<file path="src/design/rfsbs_pkg.sv">
// Package for the RF sweep bin stepper: shared types, band constants and
// the fixed-point reciprocal used for the synthesizer word.
// No dependencies; imported by every module of the block.
package rfsbs_pkg;

  // Field widths.
  localparam int unsigned BIN_COUNT_DEF = 128;
  localparam int unsigned BIN_IDX_W     = 7;
  localparam int unsigned RSSI_W        = 8;
  localparam int unsigned LEVEL_W       = 8;
  localparam int unsigned HZ_W          = 30;
  localparam int unsigned POS_W         = 29;
  localparam int unsigned WORD_W        = 24;
  localparam int unsigned QUEUE_DEPTH   = 2;

  // Tuning bands in hertz.
  localparam int unsigned BAND0_LO    = 300000000;
  localparam int unsigned BAND1_LO    = 387000000;
  localparam int unsigned BAND2_LO    = 779000000;
  localparam int unsigned BAND0_WIDTH = 48000000;
  localparam int unsigned BAND1_WIDTH = 77000000;
  localparam int unsigned BAND2_WIDTH = 149000000;
  localparam int unsigned TOTAL_WIDTH = BAND0_WIDTH + BAND1_WIDTH + BAND2_WIDTH;

  // Position thresholds between bands within the concatenated span.
  localparam logic [POS_W-1:0] SPLIT_MID  = POS_W'(BAND0_WIDTH);
  localparam logic [POS_W-1:0] SPLIT_HIGH = POS_W'(BAND0_WIDTH + BAND1_WIDTH);

  // The word is floor(hz * 2^16 / 26e6) = floor(hz * 2^9 / 203125). It is formed as
  // floor(hz * RECIP_M / 2^48) with RECIP_M = ceil(2^57 / 203125), which is exact
  // for every frequency below 2^30 Hz.
  localparam int unsigned RECIP_SHIFT  = 48;
  localparam int unsigned RECIP_M_W    = 40;
  localparam int unsigned RECIP_HALF_W = RECIP_M_W / 2;
  localparam logic [63:0] RECIP_FULL   = ((64'd1 << 57) + 64'd203124) / 64'd203125;
  localparam logic [RECIP_M_W-1:0] RECIP_M = RECIP_FULL[RECIP_M_W-1:0];

  // Level conversion.
  localparam int LEVEL_OFFSET = 74;
  localparam int LEVEL_FLOOR  = -127;

  typedef enum logic [1:0] {
    BAND_LOW  = 2'd0,
    BAND_MID  = 2'd1,
    BAND_HIGH = 2'd2,
    BAND_NONE = 2'd3
  } band_e;

  typedef struct packed {
    logic signed [RSSI_W-1:0] rssi_first;
    logic signed [RSSI_W-1:0] rssi_second;
  } in_t;

  typedef struct packed {
    logic [BIN_IDX_W-1:0]      bin_index;
    logic [1:0]                band_number;
    logic                      switch_zero;
    logic                      switch_one;
    logic                      band_changed;
    logic [HZ_W-1:0]           centre_hz;
    logic [WORD_W-1:0]         freq_word;
    logic signed [LEVEL_W-1:0] level_dbm;
  } out_t;

  // One classified step as it travels from the front to the back.
  typedef struct packed {
    logic [BIN_IDX_W-1:0]      bin_index;
    band_e                     band;
    logic                      band_changed;
    logic [POS_W-1:0]          pos;
    logic signed [LEVEL_W-1:0] level_dbm;
  } entry_t;

  // Antenna switch levels per band.
  function automatic logic band_sw0(band_e band);
    logic sw;
    unique case (band)
      BAND_LOW:  sw = 1'b0;
      BAND_MID:  sw = 1'b1;
      BAND_HIGH: sw = 1'b1;
      default:   sw = 1'b0;
    endcase
    return sw;
  endfunction

  function automatic logic band_sw1(band_e band);
    logic sw;
    unique case (band)
      BAND_LOW:  sw = 1'b1;
      BAND_MID:  sw = 1'b1;
      BAND_HIGH: sw = 1'b0;
      default:   sw = 1'b0;
    endcase
    return sw;
  endfunction

endpackage

</file>
<file path="src/design/rf_sweep_bin_stepper_top.sv">
// Top level of the RF sweep bin stepper.
// A result is registered in the queue and then in the back-end pipeline
// (centre frequency, partial products, word and output register).
// Throughput: one step per cycle unless stalled; the two-entry queue lets input and output stall apart.
// Reset: asynchronous, active low; the cursor returns to bin zero and the last
// band to none, so the first result after reset flags a band change.
module rf_sweep_bin_stepper_top #(
  parameter int unsigned BIN_COUNT = rfsbs_pkg::BIN_COUNT_DEF
) (
  input  logic             clk_i,
  input  logic             rst_ni,
  input  logic             in_valid_i,
  output logic             in_stall_o,
  input  rfsbs_pkg::in_t   in_data_i,
  output logic             out_valid_o,
  input  logic             out_stall_i,
  output rfsbs_pkg::out_t  out_data_o
);
  import rfsbs_pkg::*;

  logic   push;
  logic   pop;
  logic   queue_valid;
  logic   queue_full;
  entry_t push_entry;
  entry_t queue_head;

  assign in_stall_o = queue_full;

  // Front end: level, cursor and band classification.
  rfsbs_front #(
    .BIN_COUNT (BIN_COUNT)
  ) u_front (
    .clk_i        (clk_i),
    .rst_ni       (rst_ni),
    .in_valid_i   (in_valid_i),
    .in_data_i    (in_data_i),
    .queue_full_i (queue_full),
    .push_o       (push),
    .entry_o      (push_entry)
  );

  // Decoupling queue.
  rfsbs_queue u_queue (
    .clk_i       (clk_i),
    .rst_ni      (rst_ni),
    .push_i      (push),
    .push_data_i (push_entry),
    .pop_i       (pop),
    .valid_o     (queue_valid),
    .full_o      (queue_full),
    .head_o      (queue_head)
  );

  // Back end: frequency, synthesizer word and output register.
  rfsbs_back #(
    .BIN_COUNT (BIN_COUNT)
  ) u_back (
    .clk_i         (clk_i),
    .rst_ni        (rst_ni),
    .queue_valid_i (queue_valid),
    .queue_head_i  (queue_head),
    .pop_o         (pop),
    .out_valid_o   (out_valid_o),
    .out_stall_i   (out_stall_i),
    .out_data_o    (out_data_o)
  );

endmodule

</file>
<file path="src/design/rfsbs_front.sv">
// Front end of the sweep bin stepper: accepts RSSI pairs, converts the level,
// tracks the bin cursor and its span position, and classifies the band.
// Depends on rfsbs_pkg.
module rfsbs_front #(
  parameter int unsigned BIN_COUNT = rfsbs_pkg::BIN_COUNT_DEF
) (
  input  logic               clk_i,
  input  logic               rst_ni,
  input  logic               in_valid_i,
  input  rfsbs_pkg::in_t     in_data_i,
  input  logic               queue_full_i,
  output logic               push_o,
  output rfsbs_pkg::entry_t  entry_o
);
  import rfsbs_pkg::*;

  localparam int unsigned CW     = $clog2(BIN_COUNT);
  localparam int unsigned STEP_Q = TOTAL_WIDTH / BIN_COUNT;
  localparam int unsigned STEP_R = TOTAL_WIDTH % BIN_COUNT;
  localparam logic [CW:0]   COUNT_W  = (CW+1)'(BIN_COUNT);
  localparam logic [CW:0]   STEP_R_W = (CW+1)'(STEP_R);
  localparam logic [CW-1:0] LAST_BIN = CW'(BIN_COUNT - 1);
  localparam logic signed [LEVEL_W:0] OFFSET_S = (LEVEL_W+1)'(LEVEL_OFFSET);
  localparam logic signed [LEVEL_W:0] FLOOR_S  = (LEVEL_W+1)'(LEVEL_FLOOR);

  logic [CW-1:0]    cursor_q, cursor_d;
  logic [POS_W-1:0] pos_q, pos_d;
  logic [CW-1:0]    rem_q, rem_d;
  band_e            last_band_q;

  logic [CW:0]      rem_sum;
  logic             rem_wrap;
  band_e            band;

  logic signed [RSSI_W-1:0]  raw;
  logic signed [RSSI_W:0]    raw_adj;
  logic signed [RSSI_W:0]    half;
  logic signed [LEVEL_W:0]   lvl;
  logic signed [LEVEL_W:0]   lvl_clamped;

  assign push_o = in_valid_i && !queue_full_i;

  // The span position is kept as quotient and remainder of TOTAL_WIDTH * cursor
  // over BIN_COUNT, so that each step adds a constant and corrects once.
  always_comb begin
    rem_sum  = {1'b0, rem_q} + STEP_R_W;
    rem_wrap = (rem_sum >= COUNT_W);
    if (cursor_q == LAST_BIN) begin
      cursor_d = '0;
      pos_d    = '0;
      rem_d    = '0;
    end else begin
      cursor_d = cursor_q + CW'(1);
      pos_d    = pos_q + POS_W'(STEP_Q) + POS_W'(rem_wrap);
      rem_d    = rem_wrap ? CW'(rem_sum - COUNT_W) : CW'(rem_sum);
    end
  end

  // Band classification of the current position.
  always_comb begin
    if (pos_q < SPLIT_MID) begin
      band = BAND_LOW;
    end else if (pos_q < SPLIT_HIGH) begin
      band = BAND_MID;
    end else begin
      band = BAND_HIGH;
    end
  end

  // Level: larger sample halved towards zero, offset, clamped from below.
  always_comb begin
    raw         = (in_data_i.rssi_first > in_data_i.rssi_second) ?
                  in_data_i.rssi_first : in_data_i.rssi_second;
    raw_adj     = $signed({raw[RSSI_W-1], raw}) + $signed({{RSSI_W{1'b0}}, raw[RSSI_W-1]});
    half        = raw_adj >>> 1;
    lvl         = half - OFFSET_S;
    lvl_clamped = (lvl < FLOOR_S) ? FLOOR_S : lvl;
  end

  always_comb begin
    entry_o.bin_index    = BIN_IDX_W'(cursor_q);
    entry_o.band         = band;
    entry_o.band_changed = (band != last_band_q);
    entry_o.pos          = pos_q;
    entry_o.level_dbm    = lvl_clamped[LEVEL_W-1:0];
  end

  // Cursor state advances on every transfer into the queue.
  always_ff @(posedge clk_i or negedge rst_ni) begin
    if (!rst_ni) begin
      cursor_q    <= '0;
      pos_q       <= '0;
      rem_q       <= '0;
      last_band_q <= BAND_NONE;
    end else if (push_o) begin
      cursor_q    <= cursor_d;
      pos_q       <= pos_d;
      rem_q       <= rem_d;
      last_band_q <= band;
    end
  end

endmodule

</file>
<file path="src/design/rfsbs_queue.sv">
// Two-entry queue between the front and the back of the sweep bin stepper.
// Depends on rfsbs_pkg for the entry type and depth.
module rfsbs_queue (
  input  logic               clk_i,
  input  logic               rst_ni,
  input  logic               push_i,
  input  rfsbs_pkg::entry_t  push_data_i,
  input  logic               pop_i,
  output logic               valid_o,
  output logic               full_o,
  output rfsbs_pkg::entry_t  head_o
);
  import rfsbs_pkg::*;

  localparam int unsigned PTR_W = $clog2(QUEUE_DEPTH);
  localparam int unsigned CNT_W = $clog2(QUEUE_DEPTH + 1);

  entry_t             mem_q [QUEUE_DEPTH];
  logic [PTR_W-1:0]   wr_ptr_q;
  logic [PTR_W-1:0]   rd_ptr_q;
  logic [CNT_W-1:0]   count_q;

  assign valid_o = (count_q != '0);
  assign full_o  = (count_q == CNT_W'(QUEUE_DEPTH));
  assign head_o  = mem_q[rd_ptr_q];

  // Entry storage.
  always_ff @(posedge clk_i) begin
    if (push_i) begin
      mem_q[wr_ptr_q] <= push_data_i;
    end
  end

  // Pointers and fill count.
  always_ff @(posedge clk_i or negedge rst_ni) begin
    if (!rst_ni) begin
      wr_ptr_q <= '0;
      rd_ptr_q <= '0;
      count_q  <= '0;
    end else begin
      if (push_i) begin
        wr_ptr_q <= (wr_ptr_q == PTR_W'(QUEUE_DEPTH - 1)) ? '0 : wr_ptr_q + PTR_W'(1);
      end
      if (pop_i) begin
        rd_ptr_q <= (rd_ptr_q == PTR_W'(QUEUE_DEPTH - 1)) ? '0 : rd_ptr_q + PTR_W'(1);
      end
      if (push_i && !pop_i) begin
        count_q <= count_q + CNT_W'(1);
      end else if (pop_i && !push_i) begin
        count_q <= count_q - CNT_W'(1);
      end
    end
  end

endmodule

</file>
<file path="src/design/rfsbs_back.sv">
// Back end of the sweep bin stepper: forms the bin centre frequency and the
// synthesizer word in a three-stage pipeline ending in the output register.
// Depends on rfsbs_pkg.
module rfsbs_back #(
  parameter int unsigned BIN_COUNT = rfsbs_pkg::BIN_COUNT_DEF
) (
  input  logic               clk_i,
  input  logic               rst_ni,
  input  logic               queue_valid_i,
  input  rfsbs_pkg::entry_t  queue_head_i,
  output logic               pop_o,
  output logic               out_valid_o,
  input  logic               out_stall_i,
  output rfsbs_pkg::out_t    out_data_o
);
  import rfsbs_pkg::*;

  // Per-band base: band low edge, minus the span below it, plus the band width over twice the bin count.
  localparam logic [HZ_W-1:0] BASE_LOW  =
    HZ_W'(BAND0_LO + BAND0_WIDTH / (2 * BIN_COUNT));
  localparam logic [HZ_W-1:0] BASE_MID  =
    HZ_W'(BAND1_LO - BAND0_WIDTH + BAND1_WIDTH / (2 * BIN_COUNT));
  localparam logic [HZ_W-1:0] BASE_HIGH =
    HZ_W'(BAND2_LO - BAND0_WIDTH - BAND1_WIDTH + BAND2_WIDTH / (2 * BIN_COUNT));
  localparam int unsigned PROD_W = HZ_W + RECIP_HALF_W;
  localparam int unsigned SUM_W  = RECIP_SHIFT + WORD_W;

  logic                    s1_valid_q;
  entry_t                  s1_entry_q;
  logic [HZ_W-1:0]         s1_hz_q;
  logic                    s2_valid_q;
  entry_t                  s2_entry_q;
  logic [HZ_W-1:0]         s2_hz_q;
  logic [PROD_W-1:0]       s2_plo_q;
  logic [PROD_W-1:0]       s2_phi_q;
  logic                    out_valid_q;
  out_t                    out_q;

  logic                    en_out, en_s2, en_s1;
  logic [HZ_W-1:0]         base;
  logic [HZ_W-1:0]         hz_d;
  logic [PROD_W-1:0]       plo_d, phi_d;
  logic [SUM_W-1:0]        prod_sum;
  out_t                    out_d;

  // Each stage loads when it is empty or its contents move on.
  assign en_out = !out_valid_q || !out_stall_i;
  assign en_s2  = !s2_valid_q || en_out;
  assign en_s1  = !s1_valid_q || en_s2;
  assign pop_o  = queue_valid_i && en_s1;

  // Stage one: centre frequency.
  always_comb begin
    unique case (queue_head_i.band)
      BAND_LOW:  base = BASE_LOW;
      BAND_MID:  base = BASE_MID;
      BAND_HIGH: base = BASE_HIGH;
      default:   base = BASE_HIGH;
    endcase
    hz_d = HZ_W'(queue_head_i.pos) + base;
  end

  // Stage two: two partial products of the reciprocal multiplication.
  always_comb begin
    plo_d = PROD_W'(s1_hz_q) * PROD_W'(RECIP_M[RECIP_HALF_W-1:0]);
    phi_d = PROD_W'(s1_hz_q) * PROD_W'(RECIP_M[RECIP_M_W-1:RECIP_HALF_W]);
  end

  // Stage three: combine the partial products and assemble the result.
  always_comb begin
    prod_sum           = SUM_W'({s2_phi_q, {RECIP_HALF_W{1'b0}}}) + SUM_W'(s2_plo_q);
    out_d.bin_index    = s2_entry_q.bin_index;
    out_d.band_number  = s2_entry_q.band;
    out_d.switch_zero  = band_sw0(s2_entry_q.band);
    out_d.switch_one   = band_sw1(s2_entry_q.band);
    out_d.band_changed = s2_entry_q.band_changed;
    out_d.centre_hz    = s2_hz_q;
    out_d.freq_word    = prod_sum[RECIP_SHIFT +: WORD_W];
    out_d.level_dbm    = s2_entry_q.level_dbm;
  end

  // Stage payloads.
  always_ff @(posedge clk_i) begin
    if (en_s1) begin
      s1_entry_q <= queue_head_i;
      s1_hz_q    <= hz_d;
    end
    if (en_s2) begin
      s2_entry_q <= s1_entry_q;
      s2_hz_q    <= s1_hz_q;
      s2_plo_q   <= plo_d;
      s2_phi_q   <= phi_d;
    end
    if (en_out) begin
      out_q <= out_d;
    end
  end

  // Stage valid flags.
  always_ff @(posedge clk_i or negedge rst_ni) begin
    if (!rst_ni) begin
      s1_valid_q  <= 1'b0;
      s2_valid_q  <= 1'b0;
      out_valid_q <= 1'b0;
    end else begin
      if (en_s1) begin
        s1_valid_q <= queue_valid_i;
      end
      if (en_s2) begin
        s2_valid_q <= s1_valid_q;
      end
      if (en_out) begin
        out_valid_q <= s2_valid_q;
      end
    end
  end

  assign out_valid_o = out_valid_q;
  assign out_data_o  = out_q;

endmodule
</file>
<file path="config.mk">
export PLATFORM = sky130hd
export DESIGN_NAME = rf_sweep_bin_stepper_top
export DESIGN_NICKNAME = d
export VERILOG_FILES = /design/src/design/rfsbs_pkg.sv /design/src/design/rf_sweep_bin_stepper_top.sv /design/src/design/rfsbs_front.sv /design/src/design/rfsbs_queue.sv /design/src/design/rfsbs_back.sv
export SDC_FILE = /design/constraint.sdc
export NUM_CORES = 2
export LEC_CHECK = 0
export BUFFER_PORTS_ARGS = -buffer_cell sky130_fd_sc_hd__buf_2
export CAP_MARGIN = 40
export CORE_UTILIZATION = 35
export DETAILED_ROUTE_END_ITERATION = 6
export GPL_TIMING_DRIVEN = 1
export HOLD_SLACK_MARGIN = 0.06
export SLEW_MARGIN = 20
export SYNTH_ARGS = -nofsm -noshare
export SYNTH_HDL_FRONTEND = slang
export SYNTH_SLANG_ARGS = --single-unit
</file>
<file path="constraint.sdc">
create_clock -name clk_i -period 11.05 [get_ports clk_i]
set_clock_uncertainty 0.15 [all_clocks]
set_input_delay 1.6575 -clock clk_i [delete_from_list [all_inputs] [get_ports clk_i]]
set_output_delay 1.6575 -clock clk_i [all_outputs]
set_load 0.03 [all_outputs]
</file>
==> After elaboration in Yosys (flattened, before gate mapping) <==
Memories as Yosys holds them, arrays and structs flattened.
Cells that the tools add are included.
{ "op_classes": {"addsub": 12, "reduce_logical": 22, "n_lt_le_gt_ge": 5, "n_mul": 2, "eq_ne": 6, "muxes": 17} }
{ "ops": {"columns": ["op", "count"], "rows": [
  ["$mul A30 B19 Y49 const B", 2],
  ["$add A70 B50 Y71", 1],
  ["$pmux W30 S2", 1],
  ["$add A29 B30 Y30", 1],
  ["$add A29 B1 Y29", 1],
  ["$add A29 B22 Y29 const B", 1],
  ["$lt A29 B26 Y1 const B", 1],
  ["$lt A29 B27 Y1 const B", 1],
  ["$mux W29", 1],
  ["$mux W7", 3],
  ["$mux W8", 2],
  ["$add A8 B2 Y9", 1],
  ["$lt A9 B8 Y1 const B", 1],
  ["$sub A8 B8 Y9 const B", 1],
  ["$ge A7 B8 Y1 const B", 1],
  ["$gt A8 B8 Y1", 1],
  ["$mux W2", 4],
  ["$add A7 B1 Y7 const B", 1],
  ["$eq A7 B7 Y1 const B", 1],
  ["$logic_not A1 Y1", 7],
  ["$sub A7 B1 Y7 const B", 1],
  ["$mux W1", 6],
  ["$reduce_bool A2 Y1", 3],
  ["$eq A2 B1 Y1 const B", 2],
  ["10 further kinds", 19]
]} }
{ "totals": {"input_bits": 20, "output_inout_bits": 76, "elab_cells": 95, "register_bits": 320, "mem_count": 1, "ram_bits": 94} }
{ "memory_table": {"columns": ["memory", "depth", "word_bits", "read_ports", "rd_ports_with_merged_regs", "wr", "line_no", "text"], "rows": [
  ["u_queue.mem_q", 2, 47, 1, 0, 1, "rfsbs_queue.sv:18", "entry_t mem_q [QUEUE_DEPTH];"]
]} }

==> Depth between registers and ports, before layout <==
{ "depth": {"word_depth": 8, "ltp_mapped": 22, "depth_no_buf": 21} }

==> Modules after synthesis <==
A second synthesis with hierarchy kept.
{ "unflattened": {"hier_cells": 2876, "hier_area_um2": 32751.4} }
{ "modules_own_cells": {"columns": ["mod", "area_each_um2", "seq_area_each_um2", "instances", "cells_per_inst"], "rows": [
  ["rfsbs_back", 26143.8, 7462.2, 1, 2355],
  ["rfsbs_queue", 3659.8, 2922.8, 1, 162],
  ["rfsbs_front", 2947.8, 953.4, 1, 359]
]} }

==> Worst setup path before layout <==
Ideal clock, no wire load.
{ "synth_timing": {"kind": "flip-flop to flip-flop", "startpoint": "register u_back.s1_hz_q[8]", "endpoint": "register u_back.s2_phi_q[43], data pin", "arrival_ps": 5956, "setup_ps": 262, "required_ps": 10638, "path_slack_ps": 4682, "synth_period_minus_slack_ps": 6368, "stages_incl_launch_ff": 21, "path_buffers": 0, "path_cell_list": "edfxtp_1 -> ha_1 -> inv_1 -> fa_1 -> inv_1 -> fa_1 -> inv_1 -> fa_1 -> fa_1 -> fa_1 -> inv_1 -> ha_1 -> a21oi_1 -> or4b_2 -> a311oi_1 -> o2111ai_1 -> a31oi_1 -> o21ai_0 -> a21oi_1 -> o21bai_1 -> xor2_1"} }
{ "synth_between": {"elab_chain_len": 1} }
{ "synth_lines": {"columns": ["item", "line_no", "text"], "rows": [
  ["start, declared", "rfsbs_back.sv:30", "logic [HZ_W-1:0] s1_hz_q;"],
  ["start signal, assigned", "rfsbs_back.sv:86", "s1_hz_q <= hz_d;"],
  ["$mul A30 B19 Y49", "rfsbs_back.sv:66", "phi_d = PROD_W'(s1_hz_q) * PROD_W'(RECIP_M[RECIP_M_W-1:RECIP_HALF_W]);"],
  ["via u_back.phi_d[43]", "rfsbs_back.sv:42", "logic [PROD_W-1:0] plo_d, phi_d;"],
  ["end signal, assigned", "rfsbs_back.sv:92", "s2_phi_q <= phi_d;"],
  ["end, declared", "rfsbs_back.sv:35", "logic [PROD_W-1:0] s2_phi_q;"]
]} }
The timed path passes the listed nets, and every way through them passes these cells.
A chain may end at the register's enable or synchronous reset.

==> Final worst setup path <==
{ "layout_timing": {"startpoint": "register u_back.s1_hz_q[5]", "endpoint": "register u_back.s2_phi_q[43], data pin"} }
Same word-level chain as after synthesis.

==> reports/metrics.yaml <==
synthAdderAreaFrac_pct: 37.1
yosysTopAreaCellShare_pct: 32.2
min_period_ns: 7.22
crit_fanout: 13
async_flop_share_pct: 11.7
crit_path_frequent_cell: "fa_1"
crit_slowest_cell: "or4b_2"
path_buf_inv: 2
initial_core_util_pct: 35.6
tightest_slew_ns: 0.841
synthCells: 2756
grt_max_degree: 58
clock-root-buffer: "clkbuf_16"
grt_use_total_pct: 16.1
drc: 0
synth.area.mux_share_pct: 1.93
io_buffers: 94
cts.sinks: 385
n_fill_cell: 8573
synth_edf_count: 340
synth_area_mm2: 0.0317
fp.dieW_um: 303
worst_ep_required_time_ns: 11.24
ys_seq_elements: 385
crit_chain: "ha_1 > xor2_1 > ha_1 > fa_1 > inv_1 > fa_1 > fa_1 > fa_1 > inv_1 > ha_1 > a21oi_1 > o21ai_0 > or4b_2 > a311oi_1 > o2111ai_1 > a31oi_1 > o21ai_0 > a21oi_1 > o21bai_1 > xor2_1"
slowest_delay_ns: 0.65
syn_nets: 3541
nNetsFinal: 3678
fp.coreArea_mm2: 0.0891
cts_max_level: 2
critPathTopFamily: "adder cells"
dp_hpwl_mm: 58.7
whs_ns: 0.263
place_congestion: 0.953
synth_top_family_by_area: "adder cells"
cts_resized: 0
synth_ff_type: "edfxtp_1"
cts_buffers: 44
path_clk_slew_ns: 0.06
antenna_found_initial: 1
drt-pass1-iter-count: 7
critical_path_class: "reg2reg"
r2r_slack_ns: 3.83
sequential_cell_area_mm2: 0.0113
num_rows: 109
avgSynthCellArea_um2: 11.5
area_delta_synth_final_pct: 11.2
place_ws_ns: 3.77
io_pins: 96
grt-ovfl-total: 0
ant_nets: 0
wl_mm: 71.7
synth.distinct_cells: 67
synth-simple-area-share_pct: 6.54
hold_viol_final: 0
viasPerCell: 4.74
synth_area_leaders: "edfxtp_1 32%, ha_1 19%, fa_1 18%, inv_1 7.4%, dfrtp_1 3.4%"
crit_arrival_ns: 7.41
max_slew_margin_pct: 43.9
crit_path_start_kind: "flip-flop"
finalCritPeriodShare_pct: 65.3
postLayoutSetupSlackWorst_ns: 3.83
yosysSeqAreaShare_pct: 35.8
cts_buffer_depth: 3
hold_path_class: "reg2reg"
crit_path_end_kind: "flip-flop"
synth_warnings: 0
clkLatencyLatePin_ns: 0.59
die_h_um: 303
grt_pass1_wl_mm: 113
setup_viol: 0
drive_gt1_share_pct: 8.54
setup_tns_ns: 0
yosysTopAreaCell: "edfxtp_1"
synth_xor_area_share_pct: 4.34
synth_compound_area_share_pct: 6.61
die_area_mm2: 0.0917
post_cts_buffers: 0
status: "finished clean"
max-cap-violations: 0
rsz0062_at_grt: "false"
insertedDiodeCount: 0
slew_violations: 0
cts_tree: "done"
wl_per_cell_um: 17.5
vias: 19400
max_freq_ghz: 0.139
grt_pass1_vias: 20200
drt_iter0_markers: 959
ctsHoldBuffers: 0
multi_input_area_mm2: 0.0179
## path summary, 6_finish.rpt
kind	startpoint	endpoint	cells past startpoint
max	u_back.s1_hz_q[5]	u_back.s2_phi_q[43]	20
min	u_back.out_d[3]	u_back.out_data_o[3]	0
max reg2reg	u_back.s1_hz_q[5]	u_back.s2_phi_q[43]	20
min reg2reg	u_back.out_d[3]	u_back.out_data_o[3]	0
max in group asynchronous	rst_ni	u_queue.rd_ptr_q	2
min in group asynchronous	rst_ni	u_front.cursor_q[2]	2
## flip-flops by register name (all words and copies together), names as in the netlist, 2 cells and up
register,flops
u_queue.mem_q,94
u_back.s2_plo_q,29
u_back.s2_hz_q,30
u_front.pos_q,29
u_back.s2_phi_q,48
u_back.s1_hz_q,30
u_back.out_d,18
u_queue.count_q,2
u_back.out_data_o,73
u_front.last_band_q,2
u_front.cursor_q,7
u_back.s1_entry_q,18
## cell usage after synthesis (7+ instances only)
| cell type | instances |
|---|---|
| inv_1 | 620 |
| ha_1 | 475 |
| edfxtp_1 | 340 |
| fa_1 | 290 |
| nor2_1 | 128 |
| xnor2_1 | 103 |
| nand2_1 | 98 |
| a21oi_1 | 79 |
| o21ai_0 | 68 |
| xor2_1 | 54 |
| nand3_1 | 44 |
| dfrtp_1 | 43 |
| a21o_1 | 41 |
| mux2_2 | 39 |
| nor3_1 | 36 |
| nand4_1 | 27 |
| o21a_1 | 25 |
| and3_1 | 20 |
| nor2b_1 | 18 |
| a31oi_1 | 17 |
| nand2b_1 | 16 |
| mux2i_1 | 15 |
| clkbuf_1 | 14 |
| o21bai_1 | 13 |
| and2_1 | 11 |
| or2_2 | 10 |
| a211oi_1 | 9 |
| a211o_1 | 7 |
| and4_1 | 7 |
## placed cells by master (no fill, tap or decap), types with 25 or more instances in the layout
master / count
o21a_1: 25
o21ai_0: 68
buf_2: 94
nand4_1: 27
inv_1: 620
a21oi_1: 79
fa_1: 290
nand2_1: 97
xnor2_1: 103
dfrtp_1: 42
mux2_2: 39
nand3_1: 43
xor2_1: 54
clkbuf_16: 44
nor3_1: 36
edfxtp_1: 340
ha_1: 475
nor2_1: 126
a21o_1: 41
## logic make-up after synthesis
group / Yosys count
xor+xnor: 157
other cells: 1
buf+inv: 641
fa+ha+maj: 765
simple gates: 433
compound gates: 319
flops: 385
mux: 55
## metrics by stage
stage / utilization, % / cell area [µm²] / cells
3_5_place_dp: 37.8 / 33700 / 4011
5_1_grt: 39.5 / 35200 / 4094
2_1_floorplan: - / 31700 / 2756
3_3_place_gp: 37.8 / 33600 / 4010
6_report: 39.5 / 35200 / 4094
4_1_cts: 39.5 / 35200 / 4093
## area by class of cell
type	count	area share, %
tap	1165	4.14
clock buffer	57	3.46
inverter	621	6.62
clock inverter	25	0.892
timing repair buffer	111	1.77
multi-input combinational	1730	50.9
sequential	385	32.2
## routing by layer
| metal | part of all wire [%] | up-vias | global-route usage [%] |
|---|---|---|---|
| li1 | - | 9517 | - |
| met1 | 44 | 9492 | 21.0 |
| met2 | 50 | 298 | 28.3 |
| met3 | 3.7 | 91 | 2.01 |
| met4 | 2.2 | 0 | 3.78 |
| met5 | 0 | - | 0 |
Power is left out: the tool's default activity adds up to more than one toggle a clock period on the data nets, which glitch-free logic cannot reach.
